==> config.mk <==
export PLATFORM = sky130hd
export DESIGN_NAME = keyed_device_registry_table_core
export DESIGN_NICKNAME = d
export VERILOG_FILES = /design/src/hw/rtl/kdr_pkg.sv /design/src/hw/rtl/kdr_ram.sv /design/src/hw/rtl/kdr_key_canon.sv /design/src/hw/rtl/kdr_ctrl.sv /design/src/hw/rtl/keyed_device_registry_table_core.sv
export SDC_FILE = /design/constraint.sdc
export NUM_CORES = 2
export LEC_CHECK = 0
export ABC_AREA = 1
export BUFFER_PORTS_ARGS = -buffer_cell sky130_fd_sc_hd__buf_4
export CORE_MARGIN = 2
export CORE_UTILIZATION = 35
export DETAILED_ROUTE_END_ITERATION = 10
export GPL_ROUTABILITY_DRIVEN = 0
export HOLD_SLACK_MARGIN = 0.03
export PLACE_DENSITY = 0.57
export SLEW_MARGIN = 20
export SYNTH_ARGS = -nofsm -noshare
export SYNTH_HDL_FRONTEND = slang
export SYNTH_SLANG_ARGS = --single-unit
==> constraint.sdc <==
create_clock -name clk -period 18.7 [get_ports clk]
set_input_delay 5.61 -clock clk [delete_from_list [all_inputs] [get_ports clk]]
set_output_delay 5.61 -clock clk [all_outputs]
set_load 0.02 [all_outputs]
==> src/hw/rtl/kdr_pkg.sv <==
`timescale 1ns / 1ps

package kdr_pkg;

    localparam int ENTRIES_DEF   = 16;
    localparam int KEY_BYTES_DEF = 20;
    localparam int KEY_MAX       = 20;
    localparam int KEY_W         = 8 * KEY_MAX;

    localparam logic [7:0] CHAR_SLASH = 8'h2F;
    localparam logic [7:0] CHAR_NUL   = 8'h00;

    localparam logic [1:0] CMD_REGISTER   = 2'd0;
    localparam logic [1:0] CMD_UNREGISTER = 2'd1;
    localparam logic [1:0] CMD_LOOKUP     = 2'd2;

    localparam logic [1:0] STAT_OK       = 2'd0;
    localparam logic [1:0] STAT_INVALID  = 2'd1;
    localparam logic [1:0] STAT_FULL     = 2'd2;
    localparam logic [1:0] STAT_NOTFOUND = 2'd3;

    localparam logic [31:0] INV_EP_RESET = 32'hFFFF_FFFF;

    typedef struct packed {
        logic [31:0] hi;
        logic [63:0] mid;
        logic [63:0] lo;
    } key_t;

    typedef struct packed {
        logic [31:0] endpoint;
        logic [31:0] server_id;
        logic [15:0] dev_class;
        logic [7:0]  dev_instance;
    } payload_t;

    typedef struct packed {
        key_t     key;
        payload_t data;
    } entry_t;

    localparam int ENTRY_W = $bits(entry_t);

    typedef struct packed {
        logic [1:0] cmd;
        key_t       key;
        logic       key_valid;
        payload_t   data;
    } req_t;

    typedef struct packed {
        logic [1:0] status;
        payload_t   data;
    } result_t;

endpackage

==> src/hw/rtl/kdr_ram.sv <==
`timescale 1ns / 1ps

module kdr_ram #(
    parameter int WIDTH = 8,
    parameter int DEPTH = 16,
    parameter int ADDR_W = (DEPTH > 1) ? $clog2(DEPTH) : 1
) (
    input  logic              clk,
    input  logic              we,
    input  logic [ADDR_W-1:0] waddr,
    input  logic [WIDTH-1:0]  wdata,
    input  logic              re,
    input  logic [ADDR_W-1:0] raddr,
    output logic [WIDTH-1:0]  rdata
);

    logic [WIDTH-1:0] mem [DEPTH];
    logic [WIDTH-1:0] rdata_reg;

    always_ff @(posedge clk)
    begin
        if (we)
        begin
            mem[waddr] <= wdata;
        end
        if (re)
        begin
            rdata_reg <= mem[raddr];
        end
    end

    assign rdata = rdata_reg;

endmodule

==> src/hw/rtl/kdr_key_canon.sv <==
`timescale 1ns / 1ps

module kdr_key_canon #(
    parameter int KEY_BYTES = kdr_pkg::KEY_BYTES_DEF
) (
    input  logic [63:0]   key_lo,
    input  logic [63:0]   key_mid,
    input  logic [31:0]   key_hi,
    output kdr_pkg::key_t key,
    output logic          key_valid
);

    import kdr_pkg::*;

    logic [KEY_W-1:0]   raw;
    logic [KEY_W-1:0]   canon;
    logic [KEY_MAX-1:0] zero;

    assign raw = {key_hi, key_mid, key_lo};

    // a byte survives only if no NUL sits below it within the key window
    always_comb
    begin
        logic pre;
        for (int i = 0; i < KEY_MAX; i++)
        begin
            zero[i] = (i < KEY_BYTES) && (raw[8*i +: 8] == CHAR_NUL);
        end
        for (int i = 0; i < KEY_MAX; i++)
        begin
            pre = 1'b0;
            for (int j = 0; j < KEY_MAX; j++)
            begin
                if (j < i)
                begin
                    pre = pre | zero[j];
                end
            end
            canon[8*i +: 8] = ((i < KEY_BYTES) && !pre) ? raw[8*i +: 8] : CHAR_NUL;
        end
    end

    // byte 0 nonzero and byte 1 nonzero puts the first NUL at index 2 or later
    assign key_valid = (raw[7:0] == CHAR_SLASH) && (raw[15:8] != CHAR_NUL)
                       && (|zero[KEY_MAX-1:2]);

    assign key = canon;

endmodule

==> src/hw/rtl/kdr_ctrl.sv <==
`timescale 1ns / 1ps

module kdr_ctrl #(
    parameter int ENTRIES = kdr_pkg::ENTRIES_DEF,
    parameter int IDX_W = (ENTRIES > 1) ? $clog2(ENTRIES) : 1
) (
    input  logic                     clk,
    input  logic                     rst_n,
    input  logic                     s_tvalid,
    output logic                     s_tready,
    input  kdr_pkg::req_t            req,
    input  logic [31:0]              inv_endpoint,
    output logic                     m_tvalid,
    input  logic                     m_tready,
    output kdr_pkg::result_t         result,
    output logic                     ram_we,
    output logic [IDX_W-1:0]         ram_waddr,
    output logic [kdr_pkg::ENTRY_W-1:0] ram_wdata,
    output logic                     ram_re,
    output logic [IDX_W-1:0]         ram_raddr,
    input  logic [kdr_pkg::ENTRY_W-1:0] ram_rdata
);

    import kdr_pkg::*;

    typedef enum logic [2:0] {
        ST_IDLE,
        ST_SCAN,
        ST_DRAIN,
        ST_DONE,
        ST_PUSH
    } state_t;

    localparam logic [IDX_W-1:0] LAST_IDX = IDX_W'(ENTRIES - 1);

    state_t             state_reg;
    req_t               req_reg;
    logic [ENTRIES-1:0] used_reg;
    logic [IDX_W-1:0]   rd_idx_reg;
    logic               cmp_vld_reg;
    logic [IDX_W-1:0]   cmp_idx_reg;
    logic               found_reg;
    logic [IDX_W-1:0]   found_idx_reg;
    payload_t           hit_reg;
    logic               free_found_reg;
    logic [IDX_W-1:0]   free_idx_reg;
    result_t            pend_reg;
    result_t            res_reg;
    logic               m_valid_reg;

    entry_t  rd_entry;
    logic    cmp_used;
    logic    key_hit;
    logic    accept;
    logic    push;
    logic    reg_ok;
    logic    unreg_ok;
    result_t res_next;

    assign rd_entry = ram_rdata;
    assign cmp_used = used_reg[cmp_idx_reg];
    assign key_hit  = cmp_vld_reg && cmp_used && (rd_entry.key == req_reg.key);

    assign s_tready = (state_reg == ST_IDLE);
    assign accept   = s_tvalid && s_tready;
    assign push     = (state_reg == ST_PUSH) && (!m_valid_reg || m_tready);

    assign reg_ok   = req_reg.key_valid && (req_reg.cmd == CMD_REGISTER)
                      && (req_reg.data.endpoint != inv_endpoint)
                      && !found_reg && free_found_reg;
    assign unreg_ok = req_reg.key_valid && (req_reg.cmd == CMD_UNREGISTER) && found_reg;

    // reads only happen in SCAN and the write only in DONE, so no read ever
    // overlaps a pending write to the same entry
    assign ram_re    = (state_reg == ST_SCAN);
    assign ram_raddr = rd_idx_reg;
    assign ram_we    = (state_reg == ST_DONE) && reg_ok;
    assign ram_waddr = free_idx_reg;
    assign ram_wdata = {req_reg.key, req_reg.data};

    always_comb
    begin
        res_next        = '0;
        res_next.status = STAT_INVALID;
        if (req_reg.key_valid)
        begin
            case (req_reg.cmd)
                CMD_REGISTER:
                begin
                    if (req_reg.data.endpoint == inv_endpoint || found_reg)
                    begin
                        res_next.status = STAT_INVALID;
                    end
                    else if (!free_found_reg)
                    begin
                        res_next.status = STAT_FULL;
                    end
                    else
                    begin
                        res_next.status = STAT_OK;
                    end
                end
                CMD_UNREGISTER:
                begin
                    res_next.status = found_reg ? STAT_OK : STAT_NOTFOUND;
                end
                CMD_LOOKUP:
                begin
                    if (found_reg)
                    begin
                        res_next.status = STAT_OK;
                        res_next.data   = hit_reg;
                    end
                    else
                    begin
                        res_next.status = STAT_NOTFOUND;
                    end
                end
                default:
                begin
                    res_next.status = STAT_INVALID;
                end
            endcase
        end
    end

    always_ff @(posedge clk or negedge rst_n)
    begin
        if (!rst_n)
        begin
            state_reg      <= ST_IDLE;
            used_reg       <= '0;
            rd_idx_reg     <= '0;
            cmp_vld_reg    <= 1'b0;
            found_reg      <= 1'b0;
            free_found_reg <= 1'b0;
            m_valid_reg    <= 1'b0;
        end
        else
        begin
            if (push)
            begin
                m_valid_reg <= 1'b1;
                res_reg     <= pend_reg;
            end
            else if (m_tready)
            begin
                m_valid_reg <= 1'b0;
            end

            cmp_vld_reg <= (state_reg == ST_SCAN);
            cmp_idx_reg <= rd_idx_reg;

            if (key_hit)
            begin
                found_reg     <= 1'b1;
                found_idx_reg <= cmp_idx_reg;
                hit_reg       <= rd_entry.data;
            end
            if (cmp_vld_reg && !cmp_used && !free_found_reg)
            begin
                free_found_reg <= 1'b1;
                free_idx_reg   <= cmp_idx_reg;
            end

            unique case (state_reg)
                ST_IDLE:
                begin
                    if (accept)
                    begin
                        req_reg        <= req;
                        found_reg      <= 1'b0;
                        free_found_reg <= 1'b0;
                        rd_idx_reg     <= '0;
                        state_reg      <= req.key_valid ? ST_SCAN : ST_DONE;
                    end
                end
                ST_SCAN:
                begin
                    rd_idx_reg <= rd_idx_reg + 1'b1;
                    if (rd_idx_reg == LAST_IDX)
                    begin
                        state_reg <= ST_DRAIN;
                    end
                end
                ST_DRAIN:
                begin
                    state_reg <= ST_DONE;
                end
                ST_DONE:
                begin
                    pend_reg <= res_next;
                    if (reg_ok)
                    begin
                        used_reg[free_idx_reg] <= 1'b1;
                    end
                    if (unreg_ok)
                    begin
                        used_reg[found_idx_reg] <= 1'b0;
                    end
                    state_reg <= ST_PUSH;
                end
                ST_PUSH:
                begin
                    if (push)
                    begin
                        state_reg <= ST_IDLE;
                    end
                end
                default:
                begin
                    state_reg <= ST_IDLE;
                end
            endcase
        end
    end

    assign m_tvalid = m_valid_reg;
    assign result   = res_reg;

    a_cmp_in_scan: assert property (@(posedge clk) disable iff (!rst_n)
        cmp_vld_reg |-> (state_reg == ST_SCAN || state_reg == ST_DRAIN))
        else $error("compare stage active outside scan");

    a_write_free: assert property (@(posedge clk) disable iff (!rst_n)
        ram_we |-> !used_reg[free_idx_reg])
        else $error("register overwrites a used entry");

    a_reg_count: assert property (@(posedge clk) disable iff (!rst_n)
        (state_reg == ST_DONE && reg_ok) |=>
        ($countones(used_reg) == $past($countones(used_reg)) + 1))
        else $error("used count did not grow on register");

    a_unreg_count: assert property (@(posedge clk) disable iff (!rst_n)
        (state_reg == ST_DONE && unreg_ok) |=>
        ($countones(used_reg) + 1 == $past($countones(used_reg))))
        else $error("used count did not shrink on unregister");

    a_zero_data: assert property (@(posedge clk) disable iff (!rst_n)
        (m_valid_reg && res_reg.status != STAT_OK) |-> (res_reg.data == '0))
        else $error("nonzero data on failed transaction");

endmodule

==> src/hw/rtl/keyed_device_registry_table_core.sv <==
`timescale 1ns / 1ps
// A valid key is handled by one RAM read per entry, then compare drain, decide/write
// and output load, the last of which waits while the output is full and m_tready is low;
// an invalid key skips the scan and drain. One transaction in flight: s_tready is high
// only while idle, so a new transaction is taken only after the last result is loaded.
// Reset clears all used bits and loads invalid_endpoint with 0xFFFFFFFF; the entry
// RAM itself is not cleared and needs no clearing pass.

module keyed_device_registry_table_core #(
    parameter int ENTRIES   = kdr_pkg::ENTRIES_DEF,
    parameter int KEY_BYTES = kdr_pkg::KEY_BYTES_DEF
) (
    input  logic         clk,
    input  logic         rst_n,
    input  logic         s_tvalid,
    output logic         s_tready,
    // cmd, key_lo, key_mid, key_hi, endpoint, server_id, dev_class, dev_instance
    input  logic [255:0] s_tdata,
    output logic         m_tvalid,
    input  logic         m_tready,
    // status, out_endpoint, out_server_id, out_class, out_instance
    output logic [95:0]  m_tdata,
    input  logic         cfg_valid,
    output logic         cfg_ready,
    input  logic [31:0]  cfg_data
);

    import kdr_pkg::*;

    localparam int IDX_W = (ENTRIES > 1) ? $clog2(ENTRIES) : 1;

    logic [31:0]        inv_ep_reg;
    key_t               canon_key;
    logic               key_valid;
    req_t               req;
    result_t            result;
    logic               ram_we;
    logic [IDX_W-1:0]   ram_waddr;
    logic [ENTRY_W-1:0] ram_wdata;
    logic               ram_re;
    logic [IDX_W-1:0]   ram_raddr;
    logic [ENTRY_W-1:0] ram_rdata;

    assign cfg_ready = 1'b1;

    always_ff @(posedge clk or negedge rst_n)
    begin
        if (!rst_n)
        begin
            inv_ep_reg <= INV_EP_RESET;
        end
        else if (cfg_valid && cfg_ready)
        begin
            inv_ep_reg <= cfg_data;
        end
    end

    kdr_key_canon #(
        .KEY_BYTES(KEY_BYTES)
    ) u_canon (
        .key_lo   (s_tdata[65:2]),
        .key_mid  (s_tdata[129:66]),
        .key_hi   (s_tdata[161:130]),
        .key      (canon_key),
        .key_valid(key_valid)
    );

    assign req.cmd               = s_tdata[1:0];
    assign req.key               = canon_key;
    assign req.key_valid         = key_valid;
    assign req.data.endpoint     = s_tdata[193:162];
    assign req.data.server_id    = s_tdata[225:194];
    assign req.data.dev_class    = s_tdata[241:226];
    assign req.data.dev_instance = s_tdata[249:242];

    kdr_ctrl #(
        .ENTRIES(ENTRIES),
        .IDX_W  (IDX_W)
    ) u_ctrl (
        .clk         (clk),
        .rst_n       (rst_n),
        .s_tvalid    (s_tvalid),
        .s_tready    (s_tready),
        .req         (req),
        .inv_endpoint(inv_ep_reg),
        .m_tvalid    (m_tvalid),
        .m_tready    (m_tready),
        .result      (result),
        .ram_we      (ram_we),
        .ram_waddr   (ram_waddr),
        .ram_wdata   (ram_wdata),
        .ram_re      (ram_re),
        .ram_raddr   (ram_raddr),
        .ram_rdata   (ram_rdata)
    );

    kdr_ram #(
        .WIDTH (ENTRY_W),
        .DEPTH (ENTRIES),
        .ADDR_W(IDX_W)
    ) u_entry_ram (
        .clk  (clk),
        .we   (ram_we),
        .waddr(ram_waddr),
        .wdata(ram_wdata),
        .re   (ram_re),
        .raddr(ram_raddr),
        .rdata(ram_rdata)
    );

    assign m_tdata = {6'd0, result.data.dev_instance, result.data.dev_class,
                      result.data.server_id, result.data.endpoint, result.status};

endmodule
**Word level (Yosys, flattened, before mapping)**

Memories as Yosys holds them, arrays and structs flattened. A register that Yosys moved wholly into a read port is not among the register bits.
Cells that the tools add are included.

- $add $sub $neg: 1
- Muxes and demuxes: 30
- Magnitude comparators: 5
- Reductions and logical operators: 58
- Bitwise logic cells: 21
- Equal/unequal tests: 14
- $mul: 0
- Shift-type cells: 0
- Div/mod/pow operators: 0

Operators by type and width:

| kind | count |
|---|---|
| $eq 160x160->1 | 1 |
| $logic_not 8->1 | 20 |
| $mux 16 | 3 |
| $eq 32x32->1 | 1 |
| $ne 32x32->1 | 1 |
| $or 1x1->1 | 18 |
| $reduce_or 18->1 | 1 |
| $logic_and 1x1->1 | 17 |
| $and 16x16->16 | 1 |
| $not 16->16 | 1 |
| $or 16x16->16 | 1 |
| $lt 4x5->1 const B | 3 |
| $pmux 3 s5 | 1 |
| $mux 1 | 13 |
| $reduce_and 2->1 | 5 |
| $mux 3 | 3 |
| $reduce_and 3->1 | 3 |
| $demux 1 s4 | 2 |
| $eq 8x6->1 const B | 1 |
| $ge 4x1->1 const B | 2 |
| $mux 2 | 4 |
| $pmux 4 s2 | 1 |
| $reduce_bool 8->1 | 1 |
| $eq 3x2->1 const B | 2 |
| other kinds (17) | 23 |

- Input bits: 293
- ROM bits: 0
- Memory bits (writable): 3,968
- Bits in registers: 590
- Latch bits: 0
- Memories kept: 1

Memory list:

| memory | words | width | rd ports | clocked after Yosys merged registers in | wr ports | line | text |
|---|---|---|---|---|---|---|---|
| u_entry_ram.mem | 16 | 248 | 1 | 1 | 1 | kdr_ram.sv:17 | `logic [WIDTH-1:0] mem [DEPTH];` |

**Longest topological paths before layout**

- Depth in word-level cells: 19
- Depth in mapped cells: 12
- Mapped depth without buffers: 12

**Modules after synthesis**

From an unflattened synthesis, not the netlist that was laid out.

- Cell total of the unflattened synthesis: 18,019
- Area total of the unflattened synthesis: 200,040.6 µm²

Modules (own cells, without submodules):

| module | area an instance (µm²) | cells an instance | times used |
|---|---|---|---|
| kdr_ram | 171,670.9 | 15,034 | 1 |
| kdr_ctrl | 25,055.3 | 2,371 | 1 |
| kdr_key_canon | 1,921.8 | 469 | 1 |
| keyed_device_registry_table_core | 1,392.6 | 145 | 1 |

**Worst setup path after synthesis**

Ideal clock, no wire load.

- Path kind: register to register
- From: reg u_ctrl.state_reg[1]
- To: reg u_ctrl.rd_idx_reg[2] (netlist: u_ctrl.ram_raddr[2])
- Cell stages (with the launch flop): 4
- Arrival: 19.839 ns
- Slack: -1.316 ns
- Required time: 18.524 ns
- Setup time: 0.176 ns
- Cells stage by stage: dfrtp_1 nor3_1 inv_1 o32ai_1

- Elaborated cells on any way between the ends: 7

RTL lines:

| what | line | text |
|---|---|---|
| start: declaration | kdr_ctrl.sv:36 | `state_t state_reg;` |
| start signal: assignment | kdr_ctrl.sv:175 | `state_reg <= req.key_valid ? ST_SCAN : ST_DONE;` |
| $eq 3x1->1 (*) | n/a |  |
| named net ram_re | keyed_device_registry_table_core.sv:40 | `logic ram_re;` |
| $reduce_bool 2->1 (no line) | n/a |  |
| $reduce_and 2->1 (no line) | n/a |  |
| end signal: assignment | kdr_ctrl.sv:180 | `rd_idx_reg <= rd_idx_reg + 1'b1;` |
| end: declaration | kdr_ctrl.sv:39 | `logic [IDX_W-1:0] rd_idx_reg;` |

Mark *: on every way through the listed nets, which the timed path passes. The rest lies on a longest branch.
A chain may end at the register's enable or synchronous reset.

**Worst setup path in the final report**

- From: in rst_n
- To: reg u_ctrl.req_reg, in the netlist u_ctrl.ram_wdata[162] (enable)

- Longest elaborated chain between the ends: 1

RTL lines:

| what | line | text |
|---|---|---|
| start: declaration | keyed_device_registry_table_core.sv:14 | `input logic rst_n,` |
| $reduce_and 3->1 (no line) | n/a |  |
| end signal: assignment | kdr_ctrl.sv:171 | `req_reg <= req;` |
| end: declaration | kdr_ctrl.sv:37 | `req_t req_reg;` |

Every way passes these cells.

==> reports/results.txt <==
The area share of and/or/nand/nor cells after synthesis is 10.72%, and the fraction of power consumed by combinational cells is 21.3%. The number of failing setup endpoints in the final timing report is 0, and the part of the total power dissipated in sequential elements is 45.3%. Uppermost signal routing layer after detailed routing: met5. The number of cells on the worst hold path was 0. The tools report the amount of wire on met2 after detailed routing as 255,800 um. The endpoint identified for the worst register-to-register timing path is u_entry_ram.mem[9][169]. The mux cell area share after synthesis works out to 0.1478%. The path with the worst hold slack has its endpoint at u_ctrl.hit_reg[82]. The number of different library cells used by synthesis comes to 45. The finished layout holds 20.69k standard cells, fillers aside.

The Yosys warning count was 0. Amount of wire on met3 after detailed routing: 37,000 um. The critical path goes through buf_4 > inv_1 > nor2_4 > buf_12 > buf_4 > buf_4. Maximum vdd ir drop: 0.1528 mV. The number of H-tree levels is 6, and the summed instance area of the synthesized netlist is 0.1829 sq mm. The flow ran to the end, and the final reports show no timing, DRC or antenna violations.

The worst hold path class was reg2reg. A synthesized cell averages 14.03 sq um. The slowest stage of the critical path is the buf_4 cell. Power spent charging and discharging nets: 9.320 mW.

Summed over all nets, the half-perimeter wirelength after detailed placement is 261,600 um. The synthesized design contains 4,806 register bits. The logs give 13.04k for the count of mapped cells out of synthesis and 10.44 ns for the final worst-path setup slack.

The total number of vias is 109.7k. The kind of end point of the critical path is a flop. Data arrives at the worst endpoint at 8.89 ns. The routed design has 533,500 um of wire.

Once the floorplan was initialized, standard cells occupied 35.14% of the core. Cells fill 40.20% of the core in the end. For the initial antenna violation count, the log shows 19. Switching power share of the total: 31.94%.

For the clock group share of total power, the log shows 33.5%. From bottom edge to top edge, the die measures 726.9 um. Summing the areas of all fa, ha and maj instances in the mapped netlist gives 0.03420% of the synthesized area. The startpoint identified for the worst hold timing path is u_entry_ram.rdata[82].

In this run, placement finished with an instance count of 19.77k. The count of buffers added on input and output ports is 378. For this run, the detailed router's first-pass iteration total came to 7. After global routing the overflow that remains totals 0.

The final sum of negative setup slack is 0 ns. The tools report the number of max-slew violations in the final report as 0. STA classifies the critical path startpoint as an input pin.

Hold timing on the final database bottoms out at a slack of 0.3984 ns. The measured slew at the worst slew-check pin works out to 1.267 ns. The run gives 0.5206 sq mm as the area of the core. Summing the areas of all compound-gate instances in the mapped netlist gives 7.269% of the synthesized area. The most numerous cell type found on the critical path is buf_4. Relative area change from synthesis to final layout: 14.42%. The clock latency of the later-clocked register in the worst-skew pair came out at 1.05 ns.

The tree is rooted in a clkbuf_16. The net count of the finished layout was 13.65k; the delay of the slowest cell on the worst path was 0.74 ns. The tree built by TritonCTS fans out to 4,806 sinks. For this run, the total global-route usage over all layers was measured as 19.47%.

Before CTS, the worst setup slack after placement is 9.306 ns. Buffers inserted to repair hold after CTS numbered 0. The power density over the cells was 139.4 mW/mm^2. TritonCTS built the clock tree. The tools report the final routed DRC violation total as 0. Dividing the detail-routed wire length by the instance count gives 25.78 um.

The worst register-to-register path begins at u_ctrl.ram_wdata[87]. Of all nets on the critical path, the largest fanout is 99. Max-cap violations in this run came to 0. The tools report the number of global-route vias before repair as 104.7k. Cells with a size suffix above 1 make up 10.02% of the layout.

After synthesis, the share of flip-flops with an asynchronous set or reset is 1.228%. Counting both buffers and inverters, the worst setup path holds a total of 5. The worst slew slack as a fraction of its limit is 15.53%. The minimum period implied by the final worst setup slack was 8.255 ns; the fraction of the yosys area taken by sequential cells was 78.76%.

The cell-internal power was 19.86 mW. The initialized floorplan defines 265 standard-cell rows. Entering global routing, the biggest net connects 222 pins. The main combinational cell family by area after synthesis is simple AND/OR/NAND/NOR gates.

The setup clock skew after layout was 0.06004 ns; the area enclosed by the die boundary was 0.5284 sq mm. The number of vias per cell came out at 5.301. The start-to-end type of the worst setup path is in2reg.

Count of endpoints failing hold in the final timing report: 0. The commonest cells after synthesis are 4,747 x edfxtp_1, 2,107 x nand2_1, 1,342 x nor2_1. In this run, the number of DRC markers left after iteration 0 of detailed routing was 12.31k.

Gate family responsible for the most delay along the worst path: buffers and inverters. The final worst-path cycle share is 44.14%, and the top-level I/O count is 392. The first-pass GRT wire length is 755,800 um. The number of enable-type register cells in the synthesized netlist was 4,747; the register clock-pin slew on the reported worst setup and hold paths was 0.06 ns. The clock passes through at most 4 buffers.

Based on the critical path, the design can be clocked at up to 0.1211 GHz. The register with the most flip-flops in the layout has 3,968 of them. The most common flop cell mapped by yosys is edfxtp_1. The XOR/XNOR share of the synthesized area is 0.3926%. Buffers added to address setup during post-CTS repair amount to 0. By instance count, the leading cell after synthesis is edfxtp_1.

Across all register-to-register paths, the minimum setup slack is 12.03 ns. The number of gates resized after cts was 0. After detailed routing, the wire length on met1 is 227,000 um. The area fraction of the dominant cell type after synthesis is 77.93%, and the required time of the critical path is 19.34 ns. Setup repair after global routing left no endpoint under its margin. Counting cells, the worst reg-to-reg path comes to 13. The count of nets left with antenna violations once routing finished came out at 0. Library cell occupying the most area in the post-synthesis netlist: edfxtp_1. By area the synthesized netlist is led by edfxtp_1 78%, nand2_1 4.3%, o21ai_0 3.2%, nor2_1 2.8%, nand3_1 2.0%. In this run the horizontal extent of the chip is 726.9 um.

The tools report the leakage power summed over all cells as 68.88 nW. The number of clock buffers added by TritonCTS is 520.
==> power by group through the flow <==
stage | combinational, mW | clock [mW] | sequential [mW]
after CTS | 6.22 | 9.93 | 13.2
after floorplan | 3.96 | 0 | 13.3
final | 6.20 | 9.77 | 13.2
after detailed placement | 6.20 | 0 | 13.4
after global routing | 6.80 | 10.3 | 13.3
after global placement | 6.15 | 0 | 13.4
==> worst register-to-register path, cell delays in order (launching register included) <==
cell and delay, ns:
edfxtp_1 0.68, or2_2 0.41, nand3_1 0.08, nor2_1 0.04, nand3_1 0.08, nor2_1 0.12
nand2_1 0.11, nand3_1 0.25, nor2_1 0.74, nand3_1 0.39, inv_8 0.66, buf_4 0.99
buf_4 0.77, buf_4 0.90
==> logic make-up (layout without fill, tap and decap cells) <==
group,count (synthesis),count (layout)
and+or+nand+nor,4648,4648
DFF,4806,4806
xor gates and xnor gates,82,82
AOI/OAI and AO/OA,2230,2230
buffers and inverters,1244,1936
other,2,17
adders and majority gates,5,5
muxes,24,24
==> layout by cell type, fill, tap and decap left out, drive strengths merged <==
| cell | instances |
|---|---|
| conb | 7 |
| diode | 10 |
| nand2 | 2111 |
| mux2 | 24 |
| o21ai | 1196 |
| inv | 479 |
| o221ai | 343 |
| a31oi | 1 |
| o22ai | 189 |
| and3 | 3 |
| a21oi | 337 |
| o311ai | 1 |
| o211ai | 3 |
| a21boi | 1 |
| edfxtp | 4747 |
| clkinvlp | 9 |
| dfrtp | 27 |
| nor4 | 20 |
| a22o | 3 |
| o32ai | 1 |
| xor2 | 51 |
| clkinv | 205 |
| dfstp | 32 |
| nor2 | 1353 |
| nor3 | 23 |
| nand4 | 390 |
| or2 | 13 |
| xnor2 | 31 |
| ha | 5 |
| buf | 572 |
| bufinv | 21 |
| a221oi | 153 |
| nor3b | 2 |
| o2111ai | 2 |
| nand3 | 733 |
| clkbuf | 650 |
==> layout make-up <==
cell class,instances,area (sq um)
sequential,4806,144100
fill,47840,311300
clock buffer,650,13710
multi-input combinational,6996,34050
timing repair buffer,572,4607
tap,6942,8686
inverter,452,1862
clock inverter,262,2261
antenna,10,25.02
==> worst max path at each step <==
stage,from,end,slack (ns),depth (start not counted)
floorplan,s_tvalid,u_ctrl.ram_wdata[0],1.73,2
global placement,rst_n,u_ctrl.ram_wdata[144],9.32,6
detailed placement,rst_n,u_ctrl.ram_wdata[146],9.31,6
finish,rst_n,u_ctrl.ram_wdata[162],10.44,6
global route,rst_n,u_ctrl.ram_wdata[168],10.19,6
CTS,rst_n,u_ctrl.ram_wdata[162],10.42,6
==> stage by stage <==
step	total power [mW]	instance area, sq um
after floorplan	17.24	182900
after global placement	19.57	193300
after detailed placement	19.63	193300
after CTS	29.36	209300
after global routing	30.39	209300
final	29.18	209300
==> per-layer routing <==
| layer | track usage, % | vias to the layer above |
|---|---|---|
| li1 | - | 48980 |
| met1 | 27.07 | 55660 |
| met2 | 32.46 | 4293 |
| met3 | 2.483 | 738 |
| met4 | 4.951 | 2 |
| met5 | 0 | - |
(Power assumes the default switching activity.)
